**config.mk**
```make
export PLATFORM = sky130hd
export DESIGN_NAME = sse_decode
export DESIGN_NICKNAME = d
export VERILOG_FILES = /design/src/hdl/sse_pkg.sv /design/src/hdl/sse_decode.sv
export SDC_FILE = /design/constraint.sdc
export NUM_CORES = 1
export LEC_CHECK = 0
export BUFFER_PORTS_ARGS = -buffer_cell sky130_fd_sc_hd__buf_2
export CELL_PAD_IN_SITES_DETAIL_PLACEMENT = 2
export CELL_PAD_IN_SITES_GLOBAL_PLACEMENT = 2
export CORE_UTILIZATION = 15
export DETAILED_ROUTE_END_ITERATION = 7
export GPL_TIMING_DRIVEN = 0
export PLACE_DENSITY_LB_ADDON = 0.1
export REMOVE_ABC_BUFFERS = 1
export SLEW_MARGIN = 20
export SYNTH_ARGS = -nofsm -noshare
export SYNTH_HDL_FRONTEND = slang
export SYNTH_SLANG_ARGS = --single-unit
```
**constraint.sdc**
```tcl
create_clock -name vclk -period 3.96
set_clock_uncertainty 0.1 [all_clocks]
set_input_delay 0.594 -clock vclk [all_inputs]
set_output_delay 0.594 -clock vclk [all_outputs]
set_load 0.005 [all_outputs]
```
**src/hdl/sse_pkg.sv**
```systemverilog
// Shared constants, codes and the decoded-edit struct for the subword store editor.
// No dependencies; every other file in hdl/ but sse_word_ram uses this package by scoped name.
`default_nettype none

package sse_pkg;

    // Store geometry
    localparam int ROWS          = 16;
    localparam int WORDS_PER_ROW = 64;

    // Fixed field widths of the transaction payloads
    localparam int OPC_W    = 2;
    localparam int SIZE_W   = 2;
    localparam int ROW_W    = 4;
    localparam int POS_W    = 10;
    localparam int DATA_W   = 32;
    localparam int WIDX_W   = 6;
    localparam int RLEN_W   = 7;

    // Derived widths
    localparam int ROW_IDX_W = (ROWS > 1) ? $clog2(ROWS) : 1;
    localparam int DEPTH     = ROWS * WORDS_PER_ROW;
    localparam int ADDR_W    = (DEPTH > 1) ? $clog2(DEPTH) : 1;
    localparam int LEN_W     = $clog2(WORDS_PER_ROW + 1);

    // Opcodes
    localparam logic [OPC_W-1:0] OP_MODIFY = 2'd0;
    localparam logic [OPC_W-1:0] OP_DELETE = 2'd1;
    localparam logic [OPC_W-1:0] OP_SWAP   = 2'd2;

    // Element sizes
    localparam logic [SIZE_W-1:0] SZ_BYTE = 2'd0;
    localparam logic [SIZE_W-1:0] SZ_HALF = 2'd1;
    localparam logic [SIZE_W-1:0] SZ_WORD = 2'd2;

    // Result status
    localparam logic ST_DONE    = 1'b0;
    localparam logic ST_IGNORED = 1'b1;

    // One edit after decode, held while the word is read back
    typedef struct packed {
        logic                  ok;        // edit is legal and will be applied
        logic [OPC_W-1:0]      opcode;
        logic [SIZE_W-1:0]     size_code;
        logic [POS_W-1:0]      pos;       // word within the row
        logic [1:0]            byte_lane; // lowest byte of the element in the word
        logic                  in_len;    // word lies inside the current row length
        logic [LEN_W-1:0]      len;       // row length before the edit
        logic [ROW_IDX_W-1:0]  row_idx;
        logic [ADDR_W-1:0]     addr;
        logic [DATA_W-1:0]     value;
    } sse_op_t;

endpackage

`default_nettype wire

```
**src/hdl/sse_decode.sv**
```systemverilog
// Edit decode: element placement, range checks and memory address.
// Depends on sse_pkg.
`default_nettype none

module sse_decode (
    input  wire logic [sse_pkg::OPC_W-1:0]   opcode,
    input  wire logic [sse_pkg::SIZE_W-1:0]  size_code,
    input  wire logic [sse_pkg::ROW_W-1:0]   row,
    input  wire logic [sse_pkg::POS_W-1:0]   element_index,
    input  wire logic [sse_pkg::DATA_W-1:0]  value,
    input  wire logic [sse_pkg::LEN_W-1:0]   row_len,  // stored length of the row
    output sse_pkg::sse_op_t                 op
);

    logic                         row_ok;
    logic [sse_pkg::POS_W-1:0]    elem;
    logic [sse_pkg::POS_W-1:0]    pos;
    logic [1:0]                   lane;
    logic [sse_pkg::LEN_W-1:0]    len;
    logic [sse_pkg::ROW_IDX_W-1:0] row_idx;
    logic                         legal;
    logic                         in_len;

    always_comb
    begin
        row_ok  = 32'(row) < 32'(sse_pkg::ROWS);
        row_idx = sse_pkg::ROW_IDX_W'(row);
        len     = row_ok ? row_len : '0;

        // swap counts from zero, modify and delete from one
        elem = (opcode == sse_pkg::OP_SWAP) ? element_index
                                            : element_index - sse_pkg::POS_W'(1);

        case (size_code)
            sse_pkg::SZ_BYTE:
            begin
                pos  = {2'b00, elem[sse_pkg::POS_W-1:2]};
                lane = elem[1:0];
            end
            sse_pkg::SZ_HALF:
            begin
                pos  = {1'b0, elem[sse_pkg::POS_W-1:1]};
                lane = {elem[0], 1'b0};
            end
            default:
            begin
                pos  = elem;
                lane = 2'b00;
            end
        endcase

        in_len = 32'(pos) < 32'(len);

        legal = (opcode inside {sse_pkg::OP_MODIFY, sse_pkg::OP_DELETE, sse_pkg::OP_SWAP})
             && (size_code inside {sse_pkg::SZ_BYTE, sse_pkg::SZ_HALF, sse_pkg::SZ_WORD})
             && row_ok;
        if (opcode != sse_pkg::OP_SWAP && element_index == '0)
        begin
            legal = 1'b0;
        end
        if (32'(pos) >= 32'(sse_pkg::WORDS_PER_ROW))
        begin
            legal = 1'b0;
        end
        if (opcode != sse_pkg::OP_MODIFY && !in_len)
        begin
            legal = 1'b0;
        end

        op.ok        = legal;
        op.opcode    = opcode;
        op.size_code = size_code;
        op.pos       = pos;
        op.byte_lane = lane;
        op.in_len    = in_len;
        op.len       = len;
        op.row_idx   = row_idx;
        op.addr      = sse_pkg::ADDR_W'(32'(row_idx) * 32'(sse_pkg::WORDS_PER_ROW)
                                        + 32'(pos));
        op.value     = value;
    end

endmodule

`default_nettype wire

```
After elaboration in Yosys (flattened, before gate mapping)

Cells that the tools add are included.

Input port bits: 57
Bits in registers: 0
Output and inout bits: 71

Reduce and logical (&&, ||, !) cells: 10
Multiplexer cells: 6
Equality and inequality tests: 5
$lt $le $gt $ge: 2
Add/subtract/negate cells: 2

Operators by type and width:

| operator                                                                | count |
|---|---|
| 10-bit one-hot mux with 2 select lines                                  | 1 |
| 10-bit adder                                                            | 1 |
| 10-bit by 7-bit >= comparator with 1-bit output (second input constant) | 1 |
| 10-bit logical NOT                                                      | 1 |
| 10-bit by 7-bit less-than comparator with 1-bit output                  | 1 |
| 10-bit two-way mux                                                      | 1 |
| 10-bit by 1-bit subtractor with 10-bit output (second input constant)   | 1 |
| 3-bit nonzero test                                                      | 2 |
| 2-bit by 1-bit == test with 1-bit output (second input constant)        | 2 |
| 2-bit == test (second input constant)                                   | 2 |
| 2-bit logical NOT                                                       | 2 |
| 2-bit one-hot mux with 2 select lines                                   | 1 |
| 1-bit logical AND                                                       | 3 |
| 1-bit two-way mux                                                       | 3 |
| 2-bit inequality test (second input constant)                           | 1 |
| 2-bit nonzero test                                                      | 1 |
| 1-bit logical NOT                                                       | 1 |

Longest topological paths before layout

Word-level depth: 7
Gate-level depth with buffers: 16
Depth with buffers taken out: 15

Worst setup path before layout

Ideal clock, no wire load.

Path kind: input-to-output
Start point: input element_index[3] (netlist bit)
End point: output op[70] (netlist bit)
Required time: 3266 ps
Stages: 13
Data arrival time: 3427 ps
Buffers on the path: 1
Setup slack: -161 ps
Cell sequence: or4_4 nor4_2 xnor2_1 mux2_2 mux2i_1 ha_1 or2_2 o21ai_0 inv_1 and2_1 a31oi_1 nor4bb_1 buf_4

RTL lines:

| item               | RTL line         | RTL |
|---|---|---|
| start: declaration | sse_decode.sv:9  | `input wire logic [sse_pkg::POS_W-1:0] element_index,` |
| end: declaration   | sse_decode.sv:12 | `output sse_pkg::sse_op_t op` |

==> results.yml <==
synthesis:
  yosys.area_share.simple_pct: 21.2
  synth_top_family_by_area: "buffers and inverters"
  synth_top_area_cell: "buf_4"
  muxShareOfSynthArea_pct: 3.44
  syn_area_sq_um: 1200
  synthAdderAreaFrac_pct: 12.1
  synth_cells: 169
  synth_compound_area_share_pct: 15.0
  synth.area.top_cells: "buf_4 34%, ha_1 10%, xnor2_1 5.8%"
  seq_area_frac_synth_pct: 0
  synth_xor_area_share_pct: 8.65
  synth.yosys.warnings: 0
  post_synth_num_cell_types: 39
  yosysTopAreaCellShare_pct: 34.4
  synth.avg_cell_area_sq_um: 7.10
clocking:
  cts_hold_buf: 0
worst_hold_path:
  hold_class: "primary input to output port"
floorplan:
  coreArea_sq_um: 7730
  start_util_pct: 15.5
  fp.dieW_um: 91.4
  die_h_um: 91.4
  dieArea_sq_um: 8360
  io-pin-count: 128
  num_rows: 32
power_and_ir_drop:
  p_clk_share_pct: 0
  leakage_nw: 0.737
  power_frac_comb_pct: 100.0
  p_seq_share_pct: 0
  ir_drop_mv: 0.0266
  p_sw_mw: 0.103
  intPower_mw: 0.0956
  swShare_pct: 51.8
  p_per_area_nw_per_um2: 131
run_status:
  violations: "setup timing"
  status: "finished with violations"
timing:
  finalHoldViolCount: 0
  finalCritPeriodShare_pct: 107
  setup_viol: 2
  setup_slack_ns: -0.278
  grt_setup_unrepaired: "yes"
  min_period_ns: 4.24
  finalSetupTns_ns: -0.307
  timing.fmax_mhz: 236
  worst_slew_pin_slew_ns: 0.381
  slew_headroom_pct: 74.4
  final_max_slew_viol_count: 0
finish:
  layout.cells.non_filler: 293
  clockBufferCount: 0
  layout-area-overhead-vs-synth_pct: 26.7
  final-seq-area_sq_um: 0
  seq_cells: 0
  post-route-util_pct: 19.7
  finalNetCount: 261
  final_common_cell: "buf_2"
  n_antenna_cell: 0
  drive_gt1_share_pct: 59.2
  layout_common_cells: "61 x buf_2, 18 x buf_4, 11 x inv_1, 11 x nand2_1, 9 x ha_1"
worst_setup_path:
  critPathArrivalTime_ns: 3.54
  slowest_stage: "or4_4"
  critPathCaptureType: "output port"
  critical_path_class: "primary input to output port"
  worstPathMaxFanout: 5
  crit_buf_inv: 3
  crit_path_cell_trace: "buf_8 > or4_4 > nor4_4 > xnor2_2 > mux2_2 > mux2i_4 > ha_1 > or2_2 > o21ai_0 > inv_1 > and2_1 > a31oi_1 > nor4bb_2 > buf_2"
  cp_top_family: "simple AND/OR/NAND/NOR gates"
  slowest_delay_ns: 0.57
  required_ns: 3.27
  start_kind: "primary input"
placement:
  gp_congestion: 0.707
  io_buffers: 64
  hpwl_um: 4130
  dpl.cell_count: 276
grt:
  first_global_vias: 1328
  gr-total-overflow: 0
  antenna_found_initial: 0
  grt_pass1_wl_um: 7820
  grt_max_degree: 19
  grt_usage_pct: 12.1
route:
  drtPass1Iterations: 4
  wl_per_cell_um: 17.4
  avgViaCountPerCell: 4.15
  via_count: 1215
  routed_wirelength_um: 5100
  drtAntennaViolNets: 0
  drt_iter0_markers: 36
  drcViolationCount: 0
job:
  cap_violations: 0
## per-stage QoR
| step | hold WS, ns | setup WS, ns | area (sq um) | total power, mW |
|---|---|---|---|---|
| 6_report | 1.09 | -0.278 | 1520 | 0.198 |
| 5_1_grt | 1.09 | -0.484 | 1520 | 0.225 |
| 4_1_cts | 1.09 | -0.315 | 1470 | 0.196 |
| 3_5_place_dp | 1.09 | -1.01 | 1220 | 0.161 |
| 3_3_place_gp | 1.09 | -0.874 | 1220 | 0.158 |
| 2_1_floorplan | 1.09 | -0.0827 | 769 | 0.0806 |
## layout make-up
cell class / instances / area, sq um
well taps: 102 / 128
repair buffers: 81 / 467
multi-input cells: 98 / 881
inverters: 12 / 45.0
fillers: 930 / 6210
## cell usage after synthesis, drive strengths merged (3+ instances only)
library cell  number
a21o               3
a21oi             11
buf               57
ha                10
inv               11
mux2i              3
nand2             12
nor2               8
nor3               3
nor4               4
o21ai              9
xnor2              8
xor2               3
## routing by layer
metal | global-route usage, % | up-vias | wire length [um]
met5 | 7.69 | - | 36
met4 | 0.397 | 2 | 10
met3 | 7.12 | 2 | 685
met2 | 19.4 | 75 | 2310
met1 | 14.1 | 575 | 2060
li1 | - | 561 | -
## what timing repair did
action | 4_1_cts | 5_1_grt
cloned | 0 | 0
gates resized for setup | 37 | 3
setup buffers | 12 | 5
pin swaps | 13 | 11
setup endpoints to repair | 5 | 4
## power groups by stage
stage / registers, mW / clock network [mW] / logic (mW)
CTS: 0 / 0 / 0.196
detailed placement: 0 / 0 / 0.161
global placement: 0 / 0 / 0.158
global route: 0 / 0 / 0.225
finish: 0 / 0 / 0.198
floorplan: 0 / 0 / 0.0806
## path summary, 6_finish.rpt
path	from	endpoint	slack, ns	cells past startpoint
worst max-delay path	element_index[3]	op[70]	-0.28	14
worst min-delay path	value[1]	op[1]	1.09	0
## cell families (layout without fill, tap and decap cells)
group | after synthesis | in the layout
compound gates | 30 | 30
xor+xnor | 11 | 11
fa+ha+maj | 11 | 11
buf+inv | 71 | 93
mux | 4 | 4
simple gates | 42 | 42
Note: power is estimated with default switching activity, not from simulation.
