### src/hdl/sse_pkg.sv
// Shared constants, codes and the decoded-edit struct for the subword store editor.
// No dependencies; every other file in hdl/ but sse_word_ram uses this package by scoped name.
`default_nettype none

package sse_pkg;

    // Store geometry
    localparam int ROWS          = 16;
    localparam int WORDS_PER_ROW = 64;

    // Fixed field widths of the transaction payloads
    localparam int OPC_W    = 2;
    localparam int SIZE_W   = 2;
    localparam int ROW_W    = 4;
    localparam int POS_W    = 10;
    localparam int DATA_W   = 32;
    localparam int WIDX_W   = 6;
    localparam int RLEN_W   = 7;

    // Derived widths
    localparam int ROW_IDX_W = (ROWS > 1) ? $clog2(ROWS) : 1;
    localparam int DEPTH     = ROWS * WORDS_PER_ROW;
    localparam int ADDR_W    = (DEPTH > 1) ? $clog2(DEPTH) : 1;
    localparam int LEN_W     = $clog2(WORDS_PER_ROW + 1);

    // Opcodes
    localparam logic [OPC_W-1:0] OP_MODIFY = 2'd0;
    localparam logic [OPC_W-1:0] OP_DELETE = 2'd1;
    localparam logic [OPC_W-1:0] OP_SWAP   = 2'd2;

    // Element sizes
    localparam logic [SIZE_W-1:0] SZ_BYTE = 2'd0;
    localparam logic [SIZE_W-1:0] SZ_HALF = 2'd1;
    localparam logic [SIZE_W-1:0] SZ_WORD = 2'd2;

    // Result status
    localparam logic ST_DONE    = 1'b0;
    localparam logic ST_IGNORED = 1'b1;

    // One edit after decode, held while the word is read back
    typedef struct packed {
        logic                  ok;        // edit is legal and will be applied
        logic [OPC_W-1:0]      opcode;
        logic [SIZE_W-1:0]     size_code;
        logic [POS_W-1:0]      pos;       // word within the row
        logic [1:0]            byte_lane; // lowest byte of the element in the word
        logic                  in_len;    // word lies inside the current row length
        logic [LEN_W-1:0]      len;       // row length before the edit
        logic [ROW_IDX_W-1:0]  row_idx;
        logic [ADDR_W-1:0]     addr;
        logic [DATA_W-1:0]     value;
    } sse_op_t;

endpackage

`default_nettype wire

### src/hdl/sse_lane_alu.sv
// Word modify unit: byte/halfword/word insert, clear and byte reversal.
// Depends on sse_pkg.
`default_nettype none

module sse_lane_alu (
    input  wire sse_pkg::sse_op_t            op,
    input  wire logic [sse_pkg::DATA_W-1:0]  rd_word,
    output logic      [sse_pkg::DATA_W-1:0]  new_word
);

    logic [4:0]                  shamt;
    logic [sse_pkg::DATA_W-1:0]  old_word;
    logic [sse_pkg::DATA_W-1:0]  mask;
    logic [15:0]                 half;

    always_comb
    begin
        shamt = {op.byte_lane, 3'b000};
        // words past the row length were never written by an edit: they read as zero
        old_word = op.in_len ? rd_word : '0;
        half     = 16'(old_word >> shamt);

        case (op.size_code)
            sse_pkg::SZ_BYTE: mask = 32'h000000ff << shamt;
            sse_pkg::SZ_HALF: mask = 32'h0000ffff << shamt;
            default:          mask = 32'hffffffff;
        endcase

        case (op.opcode)
            sse_pkg::OP_MODIFY:
            begin
                new_word = (old_word & ~mask) | ((op.value << shamt) & mask);
            end
            sse_pkg::OP_DELETE:
            begin
                new_word = old_word & ~mask;
            end
            sse_pkg::OP_SWAP:
            begin
                case (op.size_code)
                    sse_pkg::SZ_WORD:
                    begin
                        new_word = {old_word[7:0], old_word[15:8],
                                    old_word[23:16], old_word[31:24]};
                    end
                    sse_pkg::SZ_HALF:
                    begin
                        new_word = (old_word & ~mask)
                                 | (32'({half[7:0], half[15:8]}) << shamt);
                    end
                    default:
                    begin
                        new_word = old_word;
                    end
                endcase
            end
            default:
            begin
                new_word = old_word;
            end
        endcase
    end

endmodule

`default_nettype wire
### config.mk
export PLATFORM = sky130hd
export DESIGN_NAME = sse_lane_alu
export DESIGN_NICKNAME = d
export VERILOG_FILES = /design/src/hdl/sse_pkg.sv /design/src/hdl/sse_lane_alu.sv
export SDC_FILE = /design/constraint.sdc
export NUM_CORES = 1
export LEC_CHECK = 0
export ABC_AREA = 1
export BUFFER_PORTS_ARGS = -buffer_cell sky130_fd_sc_hd__buf_2
export CORE_AREA = 8 8 101 103
export DETAILED_ROUTE_END_ITERATION = 10
export DIE_AREA = 0 0 109 111
export SLEW_MARGIN = 20
export SYNTH_ARGS = -nofsm -noshare
export SYNTH_HDL_FRONTEND = slang
export SYNTH_SLANG_ARGS = --single-unit
### constraint.sdc
create_clock -name vclk -period 3.42
set_input_delay 0.342 -clock vclk [all_inputs]
set_output_delay 0.342 -clock vclk [all_outputs]
set_load 0.1 [all_outputs]
### Word level (Yosys, flattened, before mapping)

Index checks and enable logic that the tools add are counted.
W data, S select, Z words.

* memory bits (read-only): 0
* bits in latches: 0
* output and inout port bits: 32
* flip-flop bits (word level): 0
* input bits: 103
* memories kept: 0
* bits in writable memories: 0

* shifts and indexed selects: 5
* bitwise gates (word level): 5
* multiply operators: 0
* reduce and logical (&&, ||, !) cells: 2
* muxes and demuxes: 4
* $lt $le $gt $ge: 0
* eq/ne operators: 4
* add/sub/neg operators: 0
* div/mod/pow operators: 0

Operators by type and width (count)
* $pmux W32 S2: 2
* $pmux W32 S3: 1
* $and A32 B32 Y32: 2
* $or A32 B32 Y32: 2
* $mux W32: 1
* $not A32 Y32: 1
* $shl A16 B5 Y32: 1
* $shl A16 B5 Y32 const A: 1
* $shl A32 B5 Y32: 1
* $shl A8 B5 Y32 const A: 1
* $shr A32 B5 Y16: 1
* $eq A2 B1 Y1 const B: 2
* $eq A2 B2 Y1 const B: 2
* $logic_not A2 Y1: 2

### Longest topological paths before layout

Gate-level depths: netlist of run 1.

* depth after elaboration: 7
* depth in mapped cells: 14
* gate-level depth less buffers: 13

### Worst setup path before layout of run 1

No wires, ideal clock.

* path type: in2out
* start: input op[66] in the netlist's numbering
* end: output new_word[14] in the netlist's numbering
* stages: 9
* path buffers: 1
* arrival: 3.420 ns
* slack: -0.342 ns
* cell sequence: inv_1 ha_1 inv_1 buf_2 a21oi_1 nand2_1 nand2_1 a21oi_1 o21ai_0

* cells in the longest elaborated chain, start to end: 7
* elaborated cells on any way between the ends: 11
* classes of those cells: eq/ne: 2; mux: 3; bitwise: 5; reduce/logical: 1

RTL lines
* from (decl): line sse_lane_alu.sv:6 `input wire sse_pkg::sse_op_t op,`
* $eq A2 B1 Y1 / $logic_not A2 Y1 (equally long branches): line sse_lane_alu.sv:23, sse_lane_alu.sv:40
* $pmux W32 S2: line sse_lane_alu.sv:23 `case (op.size_code)`
* $not A32 Y32: line sse_lane_alu.sv:32, sse_lane_alu.sv:36, sse_lane_alu.sv:48
* $and A32 B32 Y32: line sse_lane_alu.sv:32, sse_lane_alu.sv:36, sse_lane_alu.sv:48
* $or A32 B32 Y32: line sse_lane_alu.sv:49 `| (32'({half[7:0], half[15:8]}) << shamt);`
* $pmux W32 S2: line sse_lane_alu.sv:40 `case (op.size_code)`
* $pmux W32 S3 (*): line sse_lane_alu.sv:29 `case (op.opcode)`
* to (decl): line sse_lane_alu.sv:8 `output logic [sse_pkg::DATA_W-1:0] new_word`

Mark *: on every way between the ends. The rest lies on a longest branch, timed or not.

### Final worst setup path of run 1

* start: input op[54] in the netlist's numbering
* end: output new_word[19] in the netlist's numbering

* cells in the longest elaborated chain, start to end: 7
* elaborated cells on any way between the ends: 13
* classes of those cells: shift: 5; mux: 3; bitwise: 5

RTL lines (line)
* branches (longest 6 deep; another with $shr A32 B5 Y16)
* $pmux W32 S3 (*): sse_lane_alu.sv:29

Mark *: on every way between the ends.

==> out/summary.log, run 1 <==
INFO  run_status     status=finished, final reports clean
INFO  yosys          synthesis.instances=626
INFO  yosys          synth.distinct_cells=35
INFO  global_route   antenna_found_initial=0
INFO  finish         seq_cell_count=0
INFO  finish         area.sequential=0um2
INFO  worst_setup_path end_kind=output port
INFO  floorplanning  placeableCoreArea=0.00855mm2
INFO  sta            setup_tns=0ps
INFO  sta            maxClockFrequency=0.340GHz
INFO  route          vias_per_cell=5.65
INFO  yosys          syn_nets=732
INFO  sta            finalHoldViolations=0
INFO  route          drt-initial-drc-count=420
INFO  finish         nClkBuffers=0
INFO  route          vias=4,602
INFO  yosys          syn_area_per_cell=4.69um2
INFO  finish         finalNetCount=815
INFO  placed_design  place.gp.congestion=0.945
INFO  worst_setup_path worstPathRequired=3080ps
INFO  clocking       cts_setup_buffers=0
INFO  worst_setup_path worstPathMaxFanout=21
INFO  global_route   grt_max_degree=33
INFO  floorplanning  std_cell_rows=34
INFO  floorplanning  die-width=109um
INFO  route          drcViolationCount=0
INFO  route          wl_per_cell=18.6um
INFO  worst_hold_path hold_path.class=in -> out
INFO  route          detailed_routing_iteration_count_for_the_pre_antenna_repair_pass=5
INFO  power          ir_drop=146uV
INFO  global_route   globalRouteOverflowTotal=0
INFO  sta            timing.final.crit_period=2940ps
INFO  floorplanning  io_pins=135
INFO  worst_setup_path cp-start-kind=primary input
INFO  floorplanning  design.die.area=0.0121mm2
INFO  sta            final_max_slew_viol_count=0
INFO  worst_setup_path worst-setup-path-type=in -> out
INFO  floorplanning  die_height=111um
INFO  finish         signed_area_change_from_the_synthesized_netlist_to_the_final_layout=33.6%
INFO  worst_setup_path cp_slowest_cell=sky130_fd_sc_hd__nand2_1
INFO  route          drt_wl_total=15.1mm
INFO  worst_setup_path cpPeakStageDelay=440ps
INFO  global_route   grt_pass1_wl=23.8mm
INFO  sta            worst_pin_slew=988ps
INFO  sta            fin_crit_sh=85.9%
INFO  finish         drive_gt1_share=20.4%
INFO  yosys          syn_std_cell_area=0.00294mm2
INFO  worst_setup_path worstPathCellList=buf_2 > inv_2 > nand2_1 > buf_4 > o22ai_1 > nor3_1 > nor2_1 > a21oi_1 > buf_12
INFO  clocking       ctsHoldBuffers=0
INFO  job            max_cap_violations=0
INFO  placed_design  place_hpwl=11.3mm
INFO  floorplanning  start_util=34.3%
INFO  power          fin_total_pwr=0.000963W
INFO  finish         nFillCells=961
INFO  yosys          ys.warnings.count=0
INFO  sta            grt_setup_unrepaired=no
INFO  placed_design  count_of_input_and_output_buffers=103
INFO  sta            worst_slew_margin_rel=34.1%
INFO  clocking       post_cts_resized=0
INFO  sta            setup_viol_count_final=0
INFO  worst_setup_path timing.critical_path.buf_inv=4
INFO  worst_setup_path cp.arrival=2600ps
INFO  worst_setup_path critPathTopFamily=buffers and inverters
INFO  global_route   first_global_vias=4,394
INFO  yosys          ys_seq_area_share=0%
INFO  finish         diodes=0
INFO  power          power.leakage=2.06nW
INFO  route          drt.antenna.violating_nets=0
INFO  global_route   grt_usage=24.1%
INFO  power          power_density_cells=246mW/mm2
final cells by class:
class / instances / area (um2) / area share (%)
Multi-Input combinational cell: 512 / 2440 / 62.3
Timing Repair Buffer: 124 / 1080 / 27.5
Inverter: 71 / 267 / 6.79
Tap cell: 108 / 135 / 3.44
synthesized netlist by cell type, drive strengths merged, types with 2 or more instances:
cell    instances  area share [%]
o21ai          73              12
buf            31             6.2
nand3          23             4.3
clkbuf         12             1.5
nand4          12             2.6
nand2         186              25
ha              3             1.3
inv            71             9.1
o22ai          19             4.0
a21boi          2            0.51
nand3b          2            0.51
o21bai          5             1.3
a22oi           7             1.8
nor2           69             8.8
a32oi           3            0.90
a21oi          71              12
nor3           19             3.4
o31ai           3            0.77
o211ai          8             2.0
per-stage QoR:
stage	utilization [%]	hold slack [ps]	cell area (um2)	setup slack [ps]	cells
finish	45.9	1220	3920	483	815
global route	45.9	1300	3920	322	815
CTS	45.9	1240	3920	579	815
detailed placement	45.9	1240	3920	594	815
global placement	45.9	1240	3920	624	815
floorplan	-	1240	2940	186	626
logic make-up (layout without fill, tap and decap cells):
| group | Yosys count | count (layout) | synth area share [%] |
|---|---|---|---|
| fa+ha+maj | 3 | 3 | 1.28 |
| compound gates | 195 | 195 | 37.0 |
| buf+inv | 114 | 195 | 16.8 |
| simple gates | 314 | 314 | 44.9 |
final timing paths:
check                  startpoint           end  depth (start not counted)
worst max-delay path       op[54]  new_word[19]                          9
worst min-delay path  rd_word[23]  new_word[23]                          4
per-layer routing:
metal	wire length [um]	GRT usage, %	vias up
li1	-	-	2263
met1	6490	34.8	2011
met2	6390	35.7	306
met3	2000	5.58	22
met4	244	3.29	0
met5	0	0	-
layout by cell type (no fill, tap or decap), drive strengths merged:
cell,synthesis,final
nand2,186,186
buf,31,124
o21ai,73,73
a21oi,71,71
inv,71,71
nor2,69,69
nand3,23,23
o22ai,19,19
nor3,19,19
nand4,12,12
o211ai,8,8
a22oi,7,7
o21bai,5,5
a32oi,3,3
o31ai,3,3
ha,3,3
nand3b,2,2
a21boi,2,2
o221ai,1,1
and2,1,1
or3,1,1
o32ai,1,1
a31o,1,1
or2,1,1
a31oi,1,1
where the power goes:
part,switching (W),internal [W],total [W]
Sequential,0,0,0
Combinational,0.000673,0.000290,0.000963
Clock,0,0,0
Power figures use the tool's default switching activity.
==> inputs of run 2 (changes only) <==
==> constraint.sdc (replaced) <==
create_clock -name vclk -period 2.4
set_input_delay 0.24 -clock vclk [all_inputs]
set_output_delay 0.24 -clock vclk [all_outputs]
set_load 0.1 [all_outputs]
==> run 2 against run 1 <==
Net effect: flip-flop and latch count stayed put; worst hold slack got worse by 170 ps; utilization rose by 4.7 points; critical path depth increased by 2; die area is the same; power is 55% higher; global-route usage is 1.4 points higher; setup slack worse by 360 ps; count of clock-buffer cells in the layout did not move; wire length increased by 5.9%; via count is 4.2% higher.
==> out/summary.log, run 2 (synthesis results as in run 1) <==
INFO  clocking       cts_setup_buffers=0
INFO  finish         signed_area_change_from_the_synthesized_netlist_to_the_final_layout=47.4%
INFO  power          power_density_cells=346mW/mm2
INFO  sta            setup_tns=0ps
INFO  finish         seq_cell_count=0
INFO  worst_setup_path worst-setup-path-type=in -> out
INFO  sta            timing.final.crit_period=2270ps
INFO  global_route   grt_usage=25.5%
INFO  route          vias=4,794
INFO  finish         layout_common_cells=177 x sky130_fd_sc_hd__nand2_1, 71 x sky130_fd_sc_hd__buf_2, 69 x sky130_fd_sc_hd__nor2_1
INFO  run_status     status=finished, final reports clean
INFO  sta            final_max_slew_viol_count=0
INFO  floorplanning  die-width=109um
INFO  power          p_int=0.000491W
INFO  global_route   antenna_found_initial=0
INFO  floorplanning  std_cell_rows=34
INFO  sta            grt_setup_unrepaired=no
INFO  floorplanning  io_pins=135
INFO  finish         finalNetCount=835
INFO  floorplanning  placeableCoreArea=0.00855mm2
INFO  worst_setup_path worstPathMaxFanout=11
INFO  route          vias_per_cell=5.74
INFO  floorplanning  start_util=34.3%
INFO  power          power.share.sequential=0%
INFO  power          switching_share=67.2%
INFO  finish         drive_gt1_share=24.5%
INFO  floorplanning  die_height=111um
INFO  power          p_sw=0.00101W
INFO  route          drcViolationCount=0
INFO  power          power_frac_comb=100.0%
INFO  global_route   grt_max_degree=39
INFO  route          detailed_routing_iteration_count_for_the_pre_antenna_repair_pass=5
INFO  sta            maxClockFrequency=0.440GHz
INFO  global_route   grt_pass1_wl=25.0mm
INFO  sta            setup_viol_count_final=0
INFO  power          fin_total_pwr=0.00150W
INFO  worst_setup_path worstPathRequired=2160ps
INFO  route          drt_wl_total=16.0mm
INFO  global_route   globalRouteOverflowTotal=0
INFO  route          wl_per_cell=19.2um
INFO  power          p_clk_share=0%
INFO  worst_setup_path cp.arrival=2030ps
INFO  placed_design  place.gp.congestion=0.945
INFO  route          drt-initial-drc-count=480
INFO  sta            fin_crit_sh=94.7%
INFO  finish         area.sequential=0um2
INFO  power          ir_drop=206uV
INFO  sta            worst_pin_slew=503ps
INFO  worst_hold_path hold_path.class=in -> out
INFO  clocking       ctsHoldBuffers=0
INFO  route          drt.antenna.violating_nets=0
INFO  placed_design  count_of_input_and_output_buffers=103
INFO  finish         nClkBuffers=0
INFO  sta            finalHoldViolations=0
INFO  worst_setup_path cp-start-kind=primary input
INFO  finish         layout.cells.most_common=sky130_fd_sc_hd__nand2_1
INFO  global_route   first_global_vias=4,370
INFO  power          power.leakage=2.21nW
INFO  floorplanning  design.die.area=0.0121mm2
INFO  placed_design  place_hpwl=12.3mm
INFO  finish         diodes=0
INFO  clocking       post_cts_resized=0
INFO  job            max_cap_violations=0
INFO  worst_setup_path end_kind=output port
INFO  sta            worst_slew_margin_rel=66.5%
-- run 2: cell count changes in the layout (fill, tap and decap cells not counted), sizes merged --
cell,before,now
buf,124,144
-- run 2: power by group through the flow --
stage	registers, W	clock network [W]	logic, W
finish	0	0	0.00150
global route	0	0	0.00157
CTS	0	0	0.00148
detailed placement	0	0	0.00148
global placement	0	0	0.00147
floorplan	0	0	0.000927
-- run 2: final cells by class --
type                            count  area, um2
Tap cell                          108        135
Multi-Input combinational cell    512       2580
Inverter                           71        267
Fill cell                         902       4220
Timing Repair Buffer              144       1340
-- run 2: routing by layer --
metal / track usage (%) / part of all wire [%]
met5: 0 / 0
met4: 2.19 / 0.74
met3: 2.85 / 11
met2: 36.9 / 41
met1: 39.7 / 46
-- run 2: through the flow --
stage	std cells	utilization [%]	hold WS, ps	instance area, um2	setup WS, ps
2_1_floorplan	626	-	870	3080	-401
3_3_place_gp	835	50.6	1040	4330	198
3_5_place_dp	835	50.6	1040	4330	181
4_1_cts	835	50.6	1040	4330	165
5_1_grt	835	50.6	1070	4330	16.3
6_report	835	50.6	1050	4330	127
-- run 2: worst paths after layout --
path	from	slack, ps	cells after the start	end
max	op[66]	130	11	new_word[27]
min	rd_word[23]	1050	4	new_word[23]
-- run 2: critical path: stages --
cell                      delay, ps
sky130_fd_sc_hd__buf_2          100
sky130_fd_sc_hd__inv_1           60
sky130_fd_sc_hd__ha_1           300
sky130_fd_sc_hd__inv_1          250
sky130_fd_sc_hd__buf_4          260
sky130_fd_sc_hd__a21oi_1        100
sky130_fd_sc_hd__nand2_1        100
sky130_fd_sc_hd__a21oi_1         60
sky130_fd_sc_hd__o21ai_0        130
sky130_fd_sc_hd__nand4_1        190
sky130_fd_sc_hd__buf_12         230
==> inputs of run 3 (changes only) <==
==> constraint.sdc (replaced) <==
create_clock -name vclk -period 2.3
set_input_delay 0.23 -clock vclk [all_inputs]
set_output_delay 0.23 -clock vclk [all_outputs]
set_load 0.1 [all_outputs]
==> run 3 against run 2 <==
Net effect: non-clock buffer count grew 11; setup slack lost 30 ps; final area grew 3.8%; flip-flop and latch count is the same; critical path depth grew 2; worst hold slack lost 24 ps; combinational power grew 6%; global-route usage shrank 0.64 points; final cell count grew 1.3%; sequential share of layout area is the same; critical path type unchanged; critical endpoint is now new_word[17]; highest routed layer is now met5.
==> out/summary.log, run 3 (synthesis results as in run 1) <==
INFO  worst_setup_path worstPathRequired=2070ps
INFO  placed_design  place_hpwl=12.1mm
INFO  global_route   globalRouteOverflowTotal=0
INFO  worst_hold_path hold_path.class=in -> out
INFO  route          vias=4,771
INFO  global_route   grt_busiest_layer=met1
INFO  global_route   antenna_found_initial=0
INFO  sta            worst_slew_margin_rel=78.4%
INFO  floorplanning  die-width=109um
INFO  route          vias_per_cell=5.64
INFO  placed_design  count_of_input_and_output_buffers=103
INFO  route          drt_wl_total=15.6mm
INFO  finish         area.sequential=0um2
INFO  global_route   globalRouteMet3Util=3.95%
INFO  finish         finalNetCount=846
INFO  sta            setup_viol_count_final=0
INFO  global_route   grt_max_degree=31
INFO  finish         diodes=0
INFO  power          power_density_cells=354mW/mm2
INFO  route          wl_per_cell=18.5um
INFO  finish         layout.cells.most_common=sky130_fd_sc_hd__nand2_1
INFO  global_route   grt_util_met2=35.8%
INFO  global_route   grt_met1_usage=37.8%
INFO  global_route   grt_usage=24.8%
INFO  sta            final_max_slew_viol_count=0
INFO  sta            grt_setup_unrepaired=no
INFO  job            max_cap_violations=0
INFO  worst_setup_path worstPathMaxFanout=7
INFO  floorplanning  start_util=34.3%
INFO  route          drt-initial-drc-count=461
INFO  sta            setup_tns=0ps
INFO  floorplanning  placeableCoreArea=0.00855mm2
INFO  power          ir_drop=250uV
INFO  route          detailed_routing_iteration_count_for_the_pre_antenna_repair_pass=4
INFO  route          drcViolationCount=0
INFO  worst_setup_path end_kind=output port
INFO  finish         final_util=52.5%
INFO  floorplanning  io_pins=135
INFO  sta            finalHoldViolations=0
INFO  finish         seq_cell_count=0
INFO  finish         nFillCells=921
INFO  sta            timing.final.crit_period=2200ps
INFO  floorplanning  design.die.area=0.0121mm2
INFO  finish         nClkBuffers=0
INFO  finish         signed_area_change_from_the_synthesized_netlist_to_the_final_layout=53.1%
INFO  finish         drive_gt1_share=26.6%
INFO  route          drt.antenna.violating_nets=0
INFO  global_route   grt_pass1_wl=24.6mm
INFO  sta            fin_worst_hold_slack=1020ps
INFO  floorplanning  die_height=111um
INFO  sta            maxClockFrequency=0.454GHz
INFO  floorplanning  std_cell_rows=34
INFO  finish         layout_common_cells=175 x sky130_fd_sc_hd__nand2_1, 71 x sky130_fd_sc_hd__buf_2, 69 x sky130_fd_sc_hd__nor2_1
INFO  worst_setup_path cp.arrival=1970ps
INFO  sta            worst_pin_slew=320ps
INFO  power          power.leakage=2.29nW
INFO  global_route   first_global_vias=4,454
INFO  placed_design  place.gp.congestion=0.947
INFO  run_status     status=finished, final reports clean
INFO  worst_setup_path worst-setup-path-type=in -> out
INFO  sta            fin_crit_sh=95.8%
INFO  worst_setup_path cp-start-kind=primary input
==> run 3: final timing paths <==
| path | start | endpoint | slack (ps) | depth (start not counted) |
|---|---|---|---|---|
| hold / removal | rd_word[23] | new_word[23] | 1020 | 4 |
| setup / recovery | op[67] | new_word[17] | 100 | 13 |
==> run 3: routing by layer <==
layer	up-vias	wire [um]
met4	2	129
li1	2312	-
met3	14	1750
met1	2174	7140
met2	269	6530
met5	-	56
==> run 3: what timing repair did <==
item                       4_1_cts  5_1_grt
buffers inserted                 0        0
hold buffers                     0        0
resized for setup                0        3
setup endpoints to repair        0       13
==> run 3: critical path: stages <==
cell	delay, ps
sky130_fd_sc_hd__buf_2	90
sky130_fd_sc_hd__inv_1	50
sky130_fd_sc_hd__buf_4	130
sky130_fd_sc_hd__ha_4	140
sky130_fd_sc_hd__inv_1	90
sky130_fd_sc_hd__nand2_4	80
sky130_fd_sc_hd__nand3_2	160
sky130_fd_sc_hd__nand2_2	150
sky130_fd_sc_hd__nor3_1	240
sky130_fd_sc_hd__buf_4	170
sky130_fd_sc_hd__nor2_1	70
sky130_fd_sc_hd__a21oi_4	170
sky130_fd_sc_hd__buf_12	190
==> run 3: final cells by class <==
cell class | instances | area, um2 | share of cell area [%]
well taps | 108 | 135 | 3.01
repair buffers | 155 | 1460 | 32.5
multi-input cells | 512 | 2630 | 58.5
inverters | 71 | 267 | 5.93
==> run 3: power breakdown <==
| part | leakage, nW | switching, W | internal [W] |
|---|---|---|---|
| logic | 2.29 | 0.00105 | 0.000540 |
| registers | 0 | 0 | 0 |
| clock network | 0 | 0 | 0 |
==> run 3: through the flow <==
| stage | power, W | worst slack, ps | instances | instance area [um2] |
|---|---|---|---|---|
| after global placement | 0.00157 | 99.2 | 846 | 4480 |
| after detailed placement | 0.00157 | 70.3 | 846 | 4480 |
| after CTS | 0.00158 | 64.3 | 846 | 4480 |
| after floorplan | 0.000977 | 1.34 | 626 | 3120 |
| final | 0.00159 | 97.2 | 846 | 4490 |
| after global routing | 0.00168 | 10.7 | 846 | 4490 |
